<file path="src/hw/rtl/ipc_pkg.sv">
// ----------------------------------------------------------------------------
// ipc_pkg
// Shared types, register indexes, mode and action codes for the irrigation
// pump controller.
// ----------------------------------------------------------------------------
package ipc_pkg;

    // config port geometry
    localparam int CFG_INDEX_W = 3;
    localparam int CFG_DATA_W  = 16;
    localparam int LEVEL_W     = 7;
    localparam int SECONDS_W   = 16;
    localparam int TIME_W      = 32;
    localparam int MS_PER_SECOND = 1000;
    // 65535 * 1000 fits in 26 bits
    localparam int LIMIT_W     = 26;

    // register indexes
    localparam logic [CFG_INDEX_W-1:0] REG_WATERING_MODE     = 3'd0;
    localparam logic [CFG_INDEX_W-1:0] REG_START_LEVEL_ONE   = 3'd1;
    localparam logic [CFG_INDEX_W-1:0] REG_START_LEVEL_TWO   = 3'd2;
    localparam logic [CFG_INDEX_W-1:0] REG_STOP_LEVEL        = 3'd3;
    localparam logic [CFG_INDEX_W-1:0] REG_AUTO_RUN_SECONDS  = 3'd4;
    localparam logic [CFG_INDEX_W-1:0] REG_PERIOD_SECONDS    = 3'd5;
    localparam logic [CFG_INDEX_W-1:0] REG_TIMED_RUN_SECONDS = 3'd6;

    // watering modes
    localparam logic [1:0] MODE_AUTO  = 2'd0;
    localparam logic [1:0] MODE_TIMED = 2'd1;
    localparam logic [1:0] MODE_OFF   = 2'd2;

    // action codes
    localparam logic [2:0] ACT_NONE      = 3'd0;
    localparam logic [2:0] ACT_STARTED   = 3'd1;
    localparam logic [2:0] ACT_TANK      = 3'd2;
    localparam logic [2:0] ACT_FLOOD     = 3'd3;
    localparam logic [2:0] ACT_MOISTURE  = 3'd4;
    localparam logic [2:0] ACT_TIME      = 3'd5;
    localparam logic [2:0] ACT_OFFMODE   = 3'd6;
    localparam logic [2:0] ACT_INTERLOCK = 3'd7;

    // reset values of the registers, time limits already in milliseconds
    localparam logic [1:0]         RST_MODE         = MODE_OFF;
    localparam logic [LEVEL_W-1:0] RST_START_LEVEL  = 7'd30;
    localparam logic [LEVEL_W-1:0] RST_STOP_LEVEL   = 7'd70;
    localparam logic [LIMIT_W-1:0] RST_AUTO_RUN_MS  = LIMIT_W'(60 * MS_PER_SECOND);
    localparam logic [LIMIT_W-1:0] RST_PERIOD_MS    = LIMIT_W'(3600 * MS_PER_SECOND);
    localparam logic [LIMIT_W-1:0] RST_TIMED_RUN_MS = LIMIT_W'(60 * MS_PER_SECOND);

    typedef struct packed {
        logic signed [7:0]  moisture_one;
        logic signed [7:0]  moisture_two;
        logic               tank_empty;
        logic               no_flood;
        logic [TIME_W-1:0]  now_ms;
    } step_item_t;

    typedef struct packed {
        logic       pump_on;
        logic [2:0] action;
    } result_item_t;

    // decoded configuration seen by the step logic
    typedef struct packed {
        logic [1:0]         mode;
        logic [LEVEL_W-1:0] start_level_one;
        logic [LEVEL_W-1:0] start_level_two;
        logic [LEVEL_W-1:0] stop_level;
        logic [LIMIT_W-1:0] auto_run_ms;
        logic [LIMIT_W-1:0] period_ms;
        logic [LIMIT_W-1:0] timed_run_ms;
    } cfg_t;

    // pump state carried from step to step
    typedef struct packed {
        logic              running;
        logic [TIME_W-1:0] last_start_ms;
    } pump_state_t;

endpackage

</file>
<file path="src/hw/rtl/irrigation_pump_controller.sv">
// ----------------------------------------------------------------------------
// irrigation_pump_controller
// Pump control step engine: input register, one step of decision logic,
// result register.
// ----------------------------------------------------------------------------
// Takes one control step item per clock while not stalled and returns one
// result item per step, through the input register and then the result
// register. The rate is one item per cycle when nothing stalls, with the pump
// state and last start time updated between steps. The step side stalls
// only while both the input and the result registers hold items and the
// result side is stalled. Configuration writes are taken at any time but are
// meant for when the block is idle; second counts are stored as milliseconds.
module irrigation_pump_controller (
    input  logic                             clk,
    input  logic                             rst_n,
    input  logic                             cfg_we,
    input  logic [ipc_pkg::CFG_INDEX_W-1:0]  cfg_index,
    input  logic [ipc_pkg::CFG_DATA_W-1:0]   cfg_data,
    input  logic                             step_valid,
    output logic                             step_stall,
    input  ipc_pkg::step_item_t              step_item,
    output logic                             result_valid,
    input  logic                             result_stall,
    output ipc_pkg::result_item_t            result_item
);
    import ipc_pkg::*;

    cfg_t         cfg;
    logic         in_valid_reg;
    step_item_t   in_item_reg;
    logic         out_valid_reg;
    result_item_t out_item_reg;
    pump_state_t  state_reg;
    pump_state_t  state_next;
    result_item_t step_result;
    logic         out_free;
    logic         advance;
    logic         load;

    ipc_cfg_regs u_cfg_regs (
        .clk       (clk),
        .rst_n     (rst_n),
        .cfg_we    (cfg_we),
        .cfg_index (cfg_index),
        .cfg_data  (cfg_data),
        .cfg       (cfg)
    );

    ipc_step_logic u_step_logic (
        .item       (in_item_reg),
        .cfg        (cfg),
        .state      (state_reg),
        .result     (step_result),
        .state_next (state_next)
    );

    // handshake control
    assign out_free   = !out_valid_reg || !result_stall;
    assign advance    = in_valid_reg && out_free;
    assign step_stall = in_valid_reg && !out_free;
    assign load       = step_valid && !step_stall;

    // input register
    always_ff @(posedge clk or negedge rst_n)
    begin
        if (!rst_n)
            in_valid_reg <= 1'b0;
        else if (load || advance)
            in_valid_reg <= load;
    end

    always_ff @(posedge clk)
    begin
        if (load)
            in_item_reg <= step_item;
    end

    // pump state, updated as each item moves to the result register
    always_ff @(posedge clk or negedge rst_n)
    begin
        if (!rst_n)
            state_reg <= '0;
        else if (advance)
            state_reg <= state_next;
    end

    // result register
    always_ff @(posedge clk or negedge rst_n)
    begin
        if (!rst_n)
            out_valid_reg <= 1'b0;
        else if (out_free)
            out_valid_reg <= in_valid_reg;
    end

    always_ff @(posedge clk)
    begin
        if (advance)
            out_item_reg <= step_result;
    end

    assign result_valid = out_valid_reg;
    assign result_item  = out_item_reg;

    // checks
    a_interlock_stops: assert property (@(posedge clk) disable iff (!rst_n)
        advance && (in_item_reg.tank_empty || !in_item_reg.no_flood)
        |=> !state_reg.running)
        else $error("pump still running after interlock");

    a_result_matches_state: assert property (@(posedge clk) disable iff (!rst_n)
        advance |=> (out_item_reg.pump_on == state_reg.running))
        else $error("result pump level differs from pump state");

    a_started_means_on: assert property (@(posedge clk) disable iff (!rst_n)
        out_valid_reg && (out_item_reg.action == ACT_STARTED) |-> out_item_reg.pump_on)
        else $error("start reported with pump off");

    a_stop_means_off: assert property (@(posedge clk) disable iff (!rst_n)
        out_valid_reg && (out_item_reg.action == ACT_TANK
            || out_item_reg.action == ACT_FLOOD || out_item_reg.action == ACT_MOISTURE
            || out_item_reg.action == ACT_TIME || out_item_reg.action == ACT_OFFMODE
            || out_item_reg.action == ACT_INTERLOCK)
        |-> !out_item_reg.pump_on)
        else $error("stop reported with pump on");

    a_held_item_kept: assert property (@(posedge clk) disable iff (!rst_n)
        in_valid_reg && !advance |=> in_valid_reg && $stable(state_reg))
        else $error("held item lost or state changed while waiting");

endmodule

</file>
<file path="src/hw/rtl/ipc_cfg_regs.sv">
// ----------------------------------------------------------------------------
// ipc_cfg_regs
// Configuration register file; second counts are converted to milliseconds
// when written so the step path only compares.
// ----------------------------------------------------------------------------
module ipc_cfg_regs (
    input  logic                             clk,
    input  logic                             rst_n,
    input  logic                             cfg_we,
    input  logic [ipc_pkg::CFG_INDEX_W-1:0]  cfg_index,
    input  logic [ipc_pkg::CFG_DATA_W-1:0]   cfg_data,
    output ipc_pkg::cfg_t                    cfg
);
    import ipc_pkg::*;

    cfg_t               cfg_reg;
    cfg_t               cfg_next;
    logic [LIMIT_W-1:0] data_ms;

    // seconds to milliseconds, constant multiply
    assign data_ms = LIMIT_W'(cfg_data[SECONDS_W-1:0]) * LIMIT_W'(MS_PER_SECOND);

    // register write decode
    always_comb
    begin
        cfg_next = cfg_reg;
        if (cfg_we)
        begin
            unique case (cfg_index)
                REG_WATERING_MODE:     cfg_next.mode            = cfg_data[1:0];
                REG_START_LEVEL_ONE:   cfg_next.start_level_one = cfg_data[LEVEL_W-1:0];
                REG_START_LEVEL_TWO:   cfg_next.start_level_two = cfg_data[LEVEL_W-1:0];
                REG_STOP_LEVEL:        cfg_next.stop_level      = cfg_data[LEVEL_W-1:0];
                REG_AUTO_RUN_SECONDS:  cfg_next.auto_run_ms     = data_ms;
                REG_PERIOD_SECONDS:    cfg_next.period_ms       = data_ms;
                REG_TIMED_RUN_SECONDS: cfg_next.timed_run_ms    = data_ms;
                default:               cfg_next = cfg_reg;
            endcase
        end
    end

    always_ff @(posedge clk or negedge rst_n)
    begin
        if (!rst_n)
        begin
            cfg_reg.mode            <= RST_MODE;
            cfg_reg.start_level_one <= RST_START_LEVEL;
            cfg_reg.start_level_two <= RST_START_LEVEL;
            cfg_reg.stop_level      <= RST_STOP_LEVEL;
            cfg_reg.auto_run_ms     <= RST_AUTO_RUN_MS;
            cfg_reg.period_ms       <= RST_PERIOD_MS;
            cfg_reg.timed_run_ms    <= RST_TIMED_RUN_MS;
        end
        else
        begin
            cfg_reg <= cfg_next;
        end
    end

    assign cfg = cfg_reg;

endmodule

</file>
<file path="src/hw/rtl/ipc_step_logic.sv">
// ----------------------------------------------------------------------------
// ipc_step_logic
// One control step: interlocks, then the watering mode decision. Produces
// the result item and the next pump state.
// ----------------------------------------------------------------------------
module ipc_step_logic (
    input  ipc_pkg::step_item_t   item,
    input  ipc_pkg::cfg_t         cfg,
    input  ipc_pkg::pump_state_t  state,
    output ipc_pkg::result_item_t result,
    output ipc_pkg::pump_state_t  state_next
);
    import ipc_pkg::*;

    logic              interlock;
    logic [TIME_W-1:0] elapsed;
    logic              below_start;
    logic              at_stop;
    logic              start;
    logic              run_after_start;
    logic [TIME_W-1:0] run_elapsed;
    logic              auto_timeout;
    logic              timed_due;
    logic              timed_done;

    // wrapping time since last start
    assign elapsed = item.now_ms - state.last_start_ms;

    assign interlock = item.tank_empty || !item.no_flood;

    // signed moisture compares, sensor error counts as very dry
    assign below_start = (item.moisture_one < $signed({1'b0, cfg.start_level_one}))
                      || (item.moisture_two < $signed({1'b0, cfg.start_level_two}));
    assign at_stop     = (item.moisture_one >= $signed({1'b0, cfg.stop_level}))
                      || (item.moisture_two >= $signed({1'b0, cfg.stop_level}));

    // start decision per mode
    assign timed_due = elapsed >= TIME_W'(cfg.period_ms);
    assign start = !state.running
                && ((cfg.mode == MODE_AUTO) ? below_start : timed_due);
    assign run_after_start = state.running || start;

    // a pump started in this step has run for zero time
    assign run_elapsed  = start ? '0 : elapsed;
    assign auto_timeout = run_elapsed >= TIME_W'(cfg.auto_run_ms);
    assign timed_done   = run_elapsed >= TIME_W'(cfg.timed_run_ms);

    always_comb
    begin
        state_next     = state;
        result.action  = ACT_NONE;
        if (interlock)
        begin
            state_next.running = 1'b0;
            if (state.running)
                result.action = item.tank_empty ? ACT_TANK : ACT_FLOOD;
            else
                result.action = ACT_INTERLOCK;
        end
        else
        begin
            unique case (cfg.mode)
                MODE_AUTO:
                begin
                    if (start)
                    begin
                        state_next.last_start_ms = item.now_ms;
                        result.action            = ACT_STARTED;
                    end
                    state_next.running = run_after_start;
                    if (run_after_start && at_stop)
                    begin
                        state_next.running = 1'b0;
                        result.action      = ACT_MOISTURE;
                    end
                    else if (run_after_start && auto_timeout)
                    begin
                        state_next.running = 1'b0;
                        result.action      = ACT_TIME;
                    end
                end
                MODE_TIMED:
                begin
                    if (start)
                    begin
                        state_next.last_start_ms = item.now_ms;
                        result.action            = ACT_STARTED;
                    end
                    state_next.running = run_after_start;
                    if (run_after_start && timed_done)
                    begin
                        state_next.running = 1'b0;
                        result.action      = ACT_TIME;
                    end
                end
                MODE_OFF:
                begin
                    state_next.running = 1'b0;
                    result.action      = ACT_OFFMODE;
                end
                // unused mode code keeps the state
                default:
                begin
                    state_next    = state;
                    result.action = ACT_NONE;
                end
            endcase
        end
        result.pump_on = state_next.running;
    end

endmodule

</file>
<file path="config.mk">
export PLATFORM = sky130hd
export DESIGN_NAME = irrigation_pump_controller
export DESIGN_NICKNAME = d
export VERILOG_FILES = /design/src/hw/rtl/ipc_pkg.sv /design/src/hw/rtl/irrigation_pump_controller.sv /design/src/hw/rtl/ipc_cfg_regs.sv /design/src/hw/rtl/ipc_step_logic.sv
export SDC_FILE = /design/constraint.sdc
export NUM_CORES = 1
export LEC_CHECK = 0
export BUFFER_PORTS_ARGS = -buffer_cell sky130_fd_sc_hd__buf_2
export CORE_MARGIN = 2
export CORE_UTILIZATION = 36
export DETAILED_ROUTE_END_ITERATION = 8
export GPL_TIMING_DRIVEN = 0
export PLACE_DENSITY_LB_ADDON = 0.05
export SETUP_SLACK_MARGIN = 0.05
export SLEW_MARGIN = 20
export SYNTH_ARGS = -nofsm -noshare
export SYNTH_HDL_FRONTEND = slang
export SYNTH_SLANG_ARGS = --single-unit
</file>
<file path="constraint.sdc">
create_clock -name clk -period 13.3 [get_ports clk]
set_input_delay 0 -clock clk [delete_from_list [all_inputs] [get_ports clk]]
set_output_delay 0 -clock clk [all_outputs]
set_load 0.1 [all_outputs]
</file>
Yosys cells after proc, flatten, opt, wreduce, memory -nomap -nowiden
Index checks and enable logic that the tools add are counted.
{"block": "classes", "multipliers": 1, "order_cmp": 7, "add_sub_neg": 1, "reduce_logical": 30, "n_mux": 15, "n_bitwise": 1, "eq_ne": 8}
{"op": "$ge 32x26->1", "n": 3}
{"op": "$mux 32", "n": 1}
{"op": "$sub 32x32->32", "n": 1}
{"op": "$mul 16x7->23 const B", "n": 1}
{"op": "$ge 8x8->1", "n": 2}
{"op": "$lt 8x8->1", "n": 2}
{"op": "$mux 3", "n": 5}
{"op": "$reduce_and 2->1", "n": 7}
{"op": "$eq 3x3->1 const B", "n": 3}
{"op": "$pmux 3 s3", "n": 1}
{"op": "$logic_and 1x1->1", "n": 7}
{"op": "$mux 1", "n": 7}
{"op": "$eq 3x2->1 const B", "n": 2}
{"op": "$logic_not 1->1", "n": 6}
{"op": "$logic_or 1x1->1", "n": 6}
{"op": "$reduce_and 4->1", "n": 1}
{"op": "$eq 3x1->1 const B", "n": 1}
{"op": "$logic_not 3->1", "n": 1}
{"op": "$pmux 1 s3", "n": 1}
{"op": "$eq 2x1->1 const B", "n": 1}
{"op": "$eq 2x2->1 const B", "n": 1}
{"op": "$logic_not 2->1", "n": 1}
{"op": "$reduce_or 2->1", "n": 1}
{"op": "$not 1->1", "n": 1}
{"block": "totals", "inputBits": 74, "register_bits": 181, "elab_cells": 81, "output_inout_bits": 6}

Logic depth before layout (Yosys ltp)
Gate-level depths: netlist of run 1.
{"block": "logic_depth", "depth_word": 11, "depth_mapped": 34, "ltp_nobuf": 33}

Hierarchy
From an unflattened synthesis of run 1, not the netlist that was laid out.
{"block": "unflattened", "hier_cells": 1451, "hier_area_um2": 14697.8}
{"module": "ipc_cfg_regs", "seq_area_each_um2": 2348.5, "area_each_um2": 6246.0, "instances": 1, "cells_per_inst": 580}
{"module": "ipc_step_logic", "seq_area_each_um2": 0.0, "area_each_um2": 5496.5, "instances": 1, "cells_per_inst": 740}
{"module": "irrigation_pump_controller", "seq_area_each_um2": 2497.4, "area_each_um2": 2955.3, "instances": 1, "cells_per_inst": 131}

Worst setup path after synthesis of run 1
No wires, ideal clock.
{"block": "synth_path", "path_type": "flip-flop to flip-flop", "from": "reg in_item_reg[0] (netlist bit)", "to": "reg out_item_reg, in the netlist result_item[0], data pin", "t_required_ns": 13.029, "setup_time_ns": 0.271, "setup_slack_ns": 6.776, "synth_period_minus_slack_ns": 6.524, "path_stages_with_launch": 33, "t_arrival_ns": 6.253, "path_buffers": 0, "cell_sequence": "edfxtp_1 inv_1 ha_1 fa_1 nand2b_1 a21oi_1 o221a_4 a21oi_2 o21ai_0 a31o_2 nand3_1 nand2_1 xor2_1 ha_1 nor2b_1 o21ai_0 nand2_1 or4_1 a21oi_2 a31oi_2 nor2b_1 ha_1 nor2b_1 o21a_1 o21a_1 o21ai_0 a21oi_1 o31a_1 nor4_1 o221ai_1 nor4_1 o32a_1 a211oi_1"}
{"element": "from (decl)", "line": "irrigation_pump_controller.sv:30", "text": "step_item_t in_item_reg;"}
{"element": "from (signal assigned)", "line": "irrigation_pump_controller.sv:75", "text": "in_item_reg <= step_item;"}
{"element": "to (signal assigned)", "line": "irrigation_pump_controller.sv:99", "text": "out_item_reg <= step_result;"}
{"element": "to (decl)", "line": "irrigation_pump_controller.sv:32", "text": "result_item_t out_item_reg;"}

==> metrics.yaml, run 1 <==
status: "completed"
cp_max_fo: 10
p_leak_nw: 7.20
vias: 9766
startpoint_type: "flop"
slew_violations: 0
finalCriticalPeriod_ps: 8550
r2r_cells: 31
critPathKind: "flop to flop"
ys.flop_type: "dfrtp_1"
place_hpwl_um: 26200
cts_tree: "done"
slew_headroom_pct: 51.5
rows: 70
dp.cells: 1870
finClkSkew_ps: 9.14
worstMarginPinSlew_ps: 722
max-cap-violations: 0
worst_slack_ps: 4750
hold_path.class: "input pin to asynchronous set/reset pin"
clkSlewWorstSetupHoldPaths_ps: 70
final_core_utilization_pct: 42.6
drtPass1Iterations: 4
rsz0062_at_grt: "false"
synth_seq_cells: 181
hold_viol_final: 0
via_per_inst: 4.97
yosysMostFrequentCell: "ha_1"
wl_per_cell_um: 17.0
synth_area_leaders: "dfrtp_1 17%, ha_1 17%, edfxtp_1 12%"
crit_path_top_delay_cell: "or4_1"
syn_inst: 1322
cpPeakStageDelay_ps: 670
start_util_pct: 36.4
die_width_um: 196
synth_edf_count: 54
sequentialPowerShare_pct: 23.6
drc: 0
grt_max_degree: 82
endpoint_kind: "flop"
grt_overflow_total: 0
cts_max_level: 4
num_antenna_cells: 0
nNetsFinal: 1793
die_h_um: 196
grt_first_pass_wirelength_um: 54100
ant_nets: 0
worstPathRequired_ps: 13510
p_switching_mw: 1.68
setup_viol: 0
clk_latency_ps: 450
cpLargestDelayFamily: "compound AO/OA/AOI/OAI gates"
fin_tns_setup_ps: 0
drive_gt1_share_pct: 13.4
fin_cells: 1966
die-area_um2: 38400
synth-seq-area-share_pct: 36.5
clockBufferDepth: 2
synth-warning-count: 0
switching_share_pct: 46.8
internal_power_mw: 1.91
peakVddDrop_mv: 0.110
io_buffers: 79
place_ws_ps: 4770
antenna_found_initial: 0
dr.first_iter.drc_count: 416
clock-root-buffer: "clkbuf_16"
netlist_area_um2: 13300
post-cts-setup-buffers: 0
synth.distinct_cells: 79
pwr-share-comb_pct: 62.1
io-pin-count: 80
cts_buffers: 17
synth_area_per_cell_um2: 10.0
syn_nets: 1630
ctsResizeCount: 0
synth_largest_area_cell: "dfrtp_1"
async_flop_share_pct: 70.2
synthToLayoutAreaGrowth_pct: 16.9
path_depth: 31
grt_pass1_vias: 9969
crit_arrival_ps: 8760
place.gp.congestion: 0.829
synthTopCellsByCount: "179 x ha_1, 159 x inv_1, 134 x nand2_1"
postCtsHoldBufs: 64
max_freq_mhz: 117
power_density_nw_per_um2: 232
wirelength_um: 33400
p_clk_share_pct: 14.3
cts_sinks: 181
path_buf_inv: 2
grt_use_total_pct: 18.1
largest_reg_flops: 92
fp.coreArea_um2: 36400
synth_top_area_share_pct: 17.0
finalCritPeriodShare_pct: 64.3
[area by class of cell]
cell class | count | area, µm²
Clock buffer | 18 | 439
Multi-Input combinational cell | 950 | 7690
Clock inverter | 14 | 143
Tap cell | 468 | 586
Buffer | 32 | 140
Timing Repair Buffer | 144 | 1070
Sequential cell | 181 | 4850
Inverter | 159 | 597
Fill cell | 3621 | 20900
[final timing paths]
kind	start	to	slack (ps)
max	in_item_reg[0]	result_item[3]	4750
min	rst_n	state_reg[14]	40
max reg2reg	in_item_reg[0]	result_item[3]	4750
min reg2reg	u_cfg_regs.cfg[44]	u_cfg_regs.cfg[44]	480
max in group asynchronous	rst_n	u_cfg_regs.cfg[84]	12430
min in group clk	cfg_index[1]	u_cfg_regs.cfg[99]	70
[metal layers]
layer  vias to the layer above  track usage [%]  part of all wire (%)
met1                      4691             24.2                    48
met5                         -                0                     0
met4                         0             3.59                   1.1
li1                       4939                -                     -
met3                        23             2.92                   2.3
met2                       113             31.1                    48
[power by group through the flow]
| stage | Combinational (mW) | Sequential (mW) | Clock, mW |
|---|---|---|---|
| finish | 2.23 | 0.847 | 0.515 |
| global route | 2.55 | 0.870 | 0.547 |
| CTS | 2.27 | 0.848 | 0.529 |
| detailed placement | 2.23 | 0.858 | 0 |
| global placement | 2.22 | 0.855 | 0 |
| floorplan | 1.59 | 0.852 | 0 |
[worst reg2reg max path, delay by kind of cell (launching register included)]
family	cells	cell delay (ps)
compound gates	14	3550
xor+xnor	1	390
fa+ha+maj	4	1130
buf+inv	2	360
flops	1	360
simple gates	10	2540
[cells in the final DEF, fill, tap and decap left out, drive strengths merged, types with 42 or more instances in the layout]
cell	Yosys	layout
a21o	46	46
a21oi	65	65
buf	9	89
dfrtp	90	90
dlygate4sd3	0	64
edfxtp	54	54
fa	55	55
ha	179	179
inv	159	165
nand2	134	134
nor2	42	42
o21ai	137	137
[metrics by stage]
stage | cell area (µm²) | power, mW | hold slack, ps
after floorplan | 13300 | 2.44 | -296
after global placement | 14300 | 3.07 | 177
after global routing | 15500 | 3.97 | 66.9
final | 15500 | 3.60 | 40.8
after detailed placement | 14300 | 3.09 | -65.0
after CTS | 15500 | 3.65 | 43.5
[kinds of logic after synthesis]
family / Yosys count / share of synthesized area (%)
AO/OA/AOI/OAI: 324 / 15.4
XOR/XNOR: 46 / 3.09
adder cells (fa/ha/maj): 234 / 25.2
buffers and inverters: 191 / 5.55
flip-flops: 181 / 36.5
multiplexers: 31 / 2.66
AND/OR/NAND/NOR: 315 / 11.6
Note: power is estimated with default switching activity, not from simulation.
==> inputs of run 2 (changes only) <==
--- a/config.mk
+++ b/config.mk
@@ -5,6 +5,7 @@
 export SDC_FILE = /design/constraint.sdc
 export NUM_CORES = 1
 export LEC_CHECK = 0
+export ABC_AREA = 1
 export BUFFER_PORTS_ARGS = -buffer_cell sky130_fd_sc_hd__buf_2
 export CORE_MARGIN = 2
 export CORE_UTILIZATION = 36
==> constraint.sdc (replaced) <==
create_clock -name clk -period 8.7 [get_ports clk]
set_input_delay 0 -clock clk [delete_from_list [all_inputs] [get_ports clk]]
set_output_delay 0 -clock clk [all_outputs]
set_load 0.1 [all_outputs]
==> run 2 against run 1 <==
Effect of this change:
- clock power grew 52%
- hold slack got worse by 26 ps
- synthesized cell count is 22% higher
- sequential share of layout area is 0.69 points lower
- via count rose by 8.2%
- die area increased by 2.2%
- cell count is 17% higher
- sequential power is 52% higher
- synthesized area grew 2.2%
- total power up 43%
- core utilization fell by 0.16 points
- fmax is 46% higher
- largest cell class unchanged
==> metrics.yaml, run 2 <==
status: "completed"
grt_overflow_total: 0  # unchanged
cp_max_fo: 10  # unchanged
grt_use_total_pct: 18.5  # +0.35 points
startpoint_type: "flop"
cts_buffers: 17  # unchanged
synth_seq_cells: 181  # unchanged
setup_viol: 0  # unchanged
via_per_inst: 4.60  # -7.4%
n_fill_cell: 3853  # +6.4%
cts_max_level: 4  # unchanged
ctsResizeCount: 0  # unchanged
cpPeakStageDelay_ps: 430  # -240 ps
ant_nets: 0  # unchanged
drtPass1Iterations: 5  # +1
internal_power_mw: 2.71  # +42%
final_common_cell: "nand2_1"
max_freq_mhz: 170  # +46%
wirelength_um: 34200  # +2.2%
synth_area_leaders: "dfrtp_1 17%, ha_1 17%, edfxtp_1 12%"
drive_gt1_share_pct: 10.6  # -2.8 points
io_buffers: 79  # unchanged
dr_wl_met3_um: 695  # -10%
crit_path_top_delay_cell: "clkbuf_1"
worstPathRequired_ps: 8910  # -4600 ps
die-area_um2: 39300  # +2.2%
synth_area_per_cell_um2: 8.44  # -16%
pwr-share-comb_pct: 59.8  # -2.3 points
clock-root-buffer: "clkbuf_16"
syn_nets: 1916  # +18%
start_util_pct: 36.3  # -0.16 points
peakVddDrop_mv: 0.134  # +22%
slew_headroom_pct: 57.1  # +5.6 points
num_antenna_cells: 0  # unchanged
clockBufferDepth: 2  # unchanged
ys.flop_type: "dfrtp_1"
synthTopCellsByCount: "383 x nand2_1, 293 x inv_1, 179 x ha_1"
io-pin-count: 80  # unchanged
cts_tree: "done"
hold_path.class: "input pin to flop"
finClkSkew_ps: 12.2  # +3.09 ps
cpLargestDelayFamily: "simple AND/OR/NAND/NOR gates"
fp.coreArea_um2: 37400  # +2.6%
cts_sinks: 181  # unchanged
critPathKind: "flop to flop"
dr_wl_met2_um: 15900  # -1.4%
worstMarginPinSlew_ps: 643  # -78.5 ps
switching_share_pct: 47.3  # +0.55 points
synthToLayoutAreaGrowth_pct: 17.0  # about the same
sequentialPowerShare_pct: 25.0  # +1.4 points
dr.max_layer_used: "met4"
clkSlewWorstSetupHoldPaths_ps: 70  # about the same
worst_slack_ps: 2830  # -1920 ps
netlist_area_um2: 13600  # +2.2%
synth_top_area_share_pct: 16.6  # -0.37 points
most-common-layout-cells: "383 x nand2_1, 292 x inv_1, 179 x ha_1, 106 x o21ai_0, 105 x a21oi_1"
antenna_found_initial: 0  # unchanged
synth-seq-area-share_pct: 35.7  # -0.79 points
synth_largest_area_cell: "dfrtp_1"
hold_viol_final: 0  # unchanged
p_clk_share_pct: 15.2  # +0.9 points
syn_inst: 1608  # +22%
synth-warning-count: 0  # unchanged
clk_latency_ps: 460  # about the same
power_density_nw_per_um2: 324  # +40%
finalCritPeriodShare_pct: 67.5  # +3.2 points
fin_tns_setup_ps: 0  # unchanged
die_width_um: 198  # +1.1%
grt_pass1_vias: 10600  # +6.6%
drc: 0  # unchanged
path_buf_inv: 4  # +2
crit_arrival_ps: 6080  # -2680 ps
synth.distinct_cells: 48  # -39%
place_ws_ps: 2780  # -2000 ps
nNetsFinal: 2080  # +16%
max-cap-violations: 0  # unchanged
p_switching_mw: 2.44  # +45%
async_flop_share_pct: 70.2  # unchanged
grt_max_degree: 68  # -17%
slew_violations: 0  # unchanged
dr.first_iter.drc_count: 495  # +19%
synth_edf_count: 54  # unchanged
wl_per_cell_um: 14.9  # -13%
rsz0062_at_grt: "false"
place_hpwl_um: 27500  # +4.7%
grt_first_pass_wirelength_um: 56000  # +3.4%
rows: 71  # +1.4%
die_h_um: 198  # +1.1%
wl_met1_um: 17200  # +6.6%
largest_reg_flops: 92  # unchanged
power_mw: 5.15  # +43%
finalCriticalPeriod_ps: 5870  # -2680 ps
cpMostUsedCell: "nand2_1"
yosysMostFrequentCell: "nand2_1"
endpoint_kind: "flop"
place.gp.congestion: 0.835  # +0.61%
p_leak_nw: 8.03  # +12%
vias: 10600  # +8.2%
==> run 2: cell types whose count changed after synthesis, moves of 9 or more <==
| cell | change |
|---|---|
| nand2b_1 | -14 |
| nand3_1 | +17 |
| nand2_1 | +249 |
| nor4_1 | -9 |
| nor2b_1 | -33 |
| a21o_1 | -41 |
| nand2_2 | +10 |
| o21ai_1 | -31 |
| a21oi_1 | +42 |
| mux2_2 | -25 |
| inv_1 | +134 |
| nor2_1 | +46 |
==> run 2: power groups by stage <==
| stage | registers (mW) | clock network [mW] | logic (mW) |
|---|---|---|---|
| after floorplan | 1.28 | 0 | 2.27 |
| after global placement | 1.30 | 0 | 3.05 |
| after detailed placement | 1.31 | 0 | 3.08 |
| after CTS | 1.29 | 0.808 | 3.13 |
| after global routing | 1.32 | 0.841 | 3.59 |
| final | 1.29 | 0.781 | 3.08 |
==> run 2: worst min-delay path, delay by kind of cell <==
family / cells / cell delay, ps
AOI/OAI and AO/OA: 1 / 110
buffers and inverters: 2 / 350
==> run 2: per-layer routing <==
metal	vias up	global-route usage, %
met5	-	0
met3	16	2.47
met1	4953	25.6
met2	102	30.6
met4	0	4.23
li1	5491	-
==> run 2: final cells by class <==
type	count	area (µm²)	area share (%)
inverters	296	1110	7.00
flip-flops and latches	181	4850	30.5
clock inverters	15	145	0.915
repair buffers	145	1090	6.89
clock buffers	17	425	2.68
plain buffers	23	93.8	0.591
multi-input cells	1108	7510	47.4
well taps	511	639	4.03
==> run 2: logic make-up after synthesis <==
kind of cell | share of synthesized area, %
and+or+nand+nor | 17.2
buffers and inverters | 8.88
AOI/OAI and AO/OA | 10.8
adders and majority gates | 24.6
DFF | 35.7
xor gates and xnor gates | 2.71
muxes | 0.0830
==> run 2: timing repair <==
action	CTS	global route
endpoints found under the hold margin	136	0
hold buffers	64	0
setup buffers	0	0
==> run 2: stage by stage <==
| stage | hold WS, ps | util [%] | cell area, µm² | instances |
|---|---|---|---|---|
| 6_report | 14.8 | 42.4 | 15900 | 2296 |
| 5_1_grt | 32.8 | 42.4 | 15900 | 2296 |
| 4_1_cts | 12.1 | 42.4 | 15900 | 2296 |
| 3_5_place_dp | 4.58 | 39.2 | 14700 | 2200 |
| 3_3_place_gp | 176 | 39.0 | 14600 | 2198 |
| 2_1_floorplan | -296 | - | 13600 | 1608 |
==> run 2: final timing paths <==
check,startpoint,end,slack (ps),depth (start not counted)
hold / removal,cfg_data[6],u_cfg_regs.cfg[84],10,3
min in group asynchronous,rst_n,u_cfg_regs.cfg[78],90,2
max in group asynchronous,rst_n,u_cfg_regs.cfg[46],7820,3
hold reg to reg,in_valid_reg,result_valid,480,2
setup / recovery,state_reg[0],result_item[2],2830,36
setup reg to reg,state_reg[0],result_item[2],2830,36
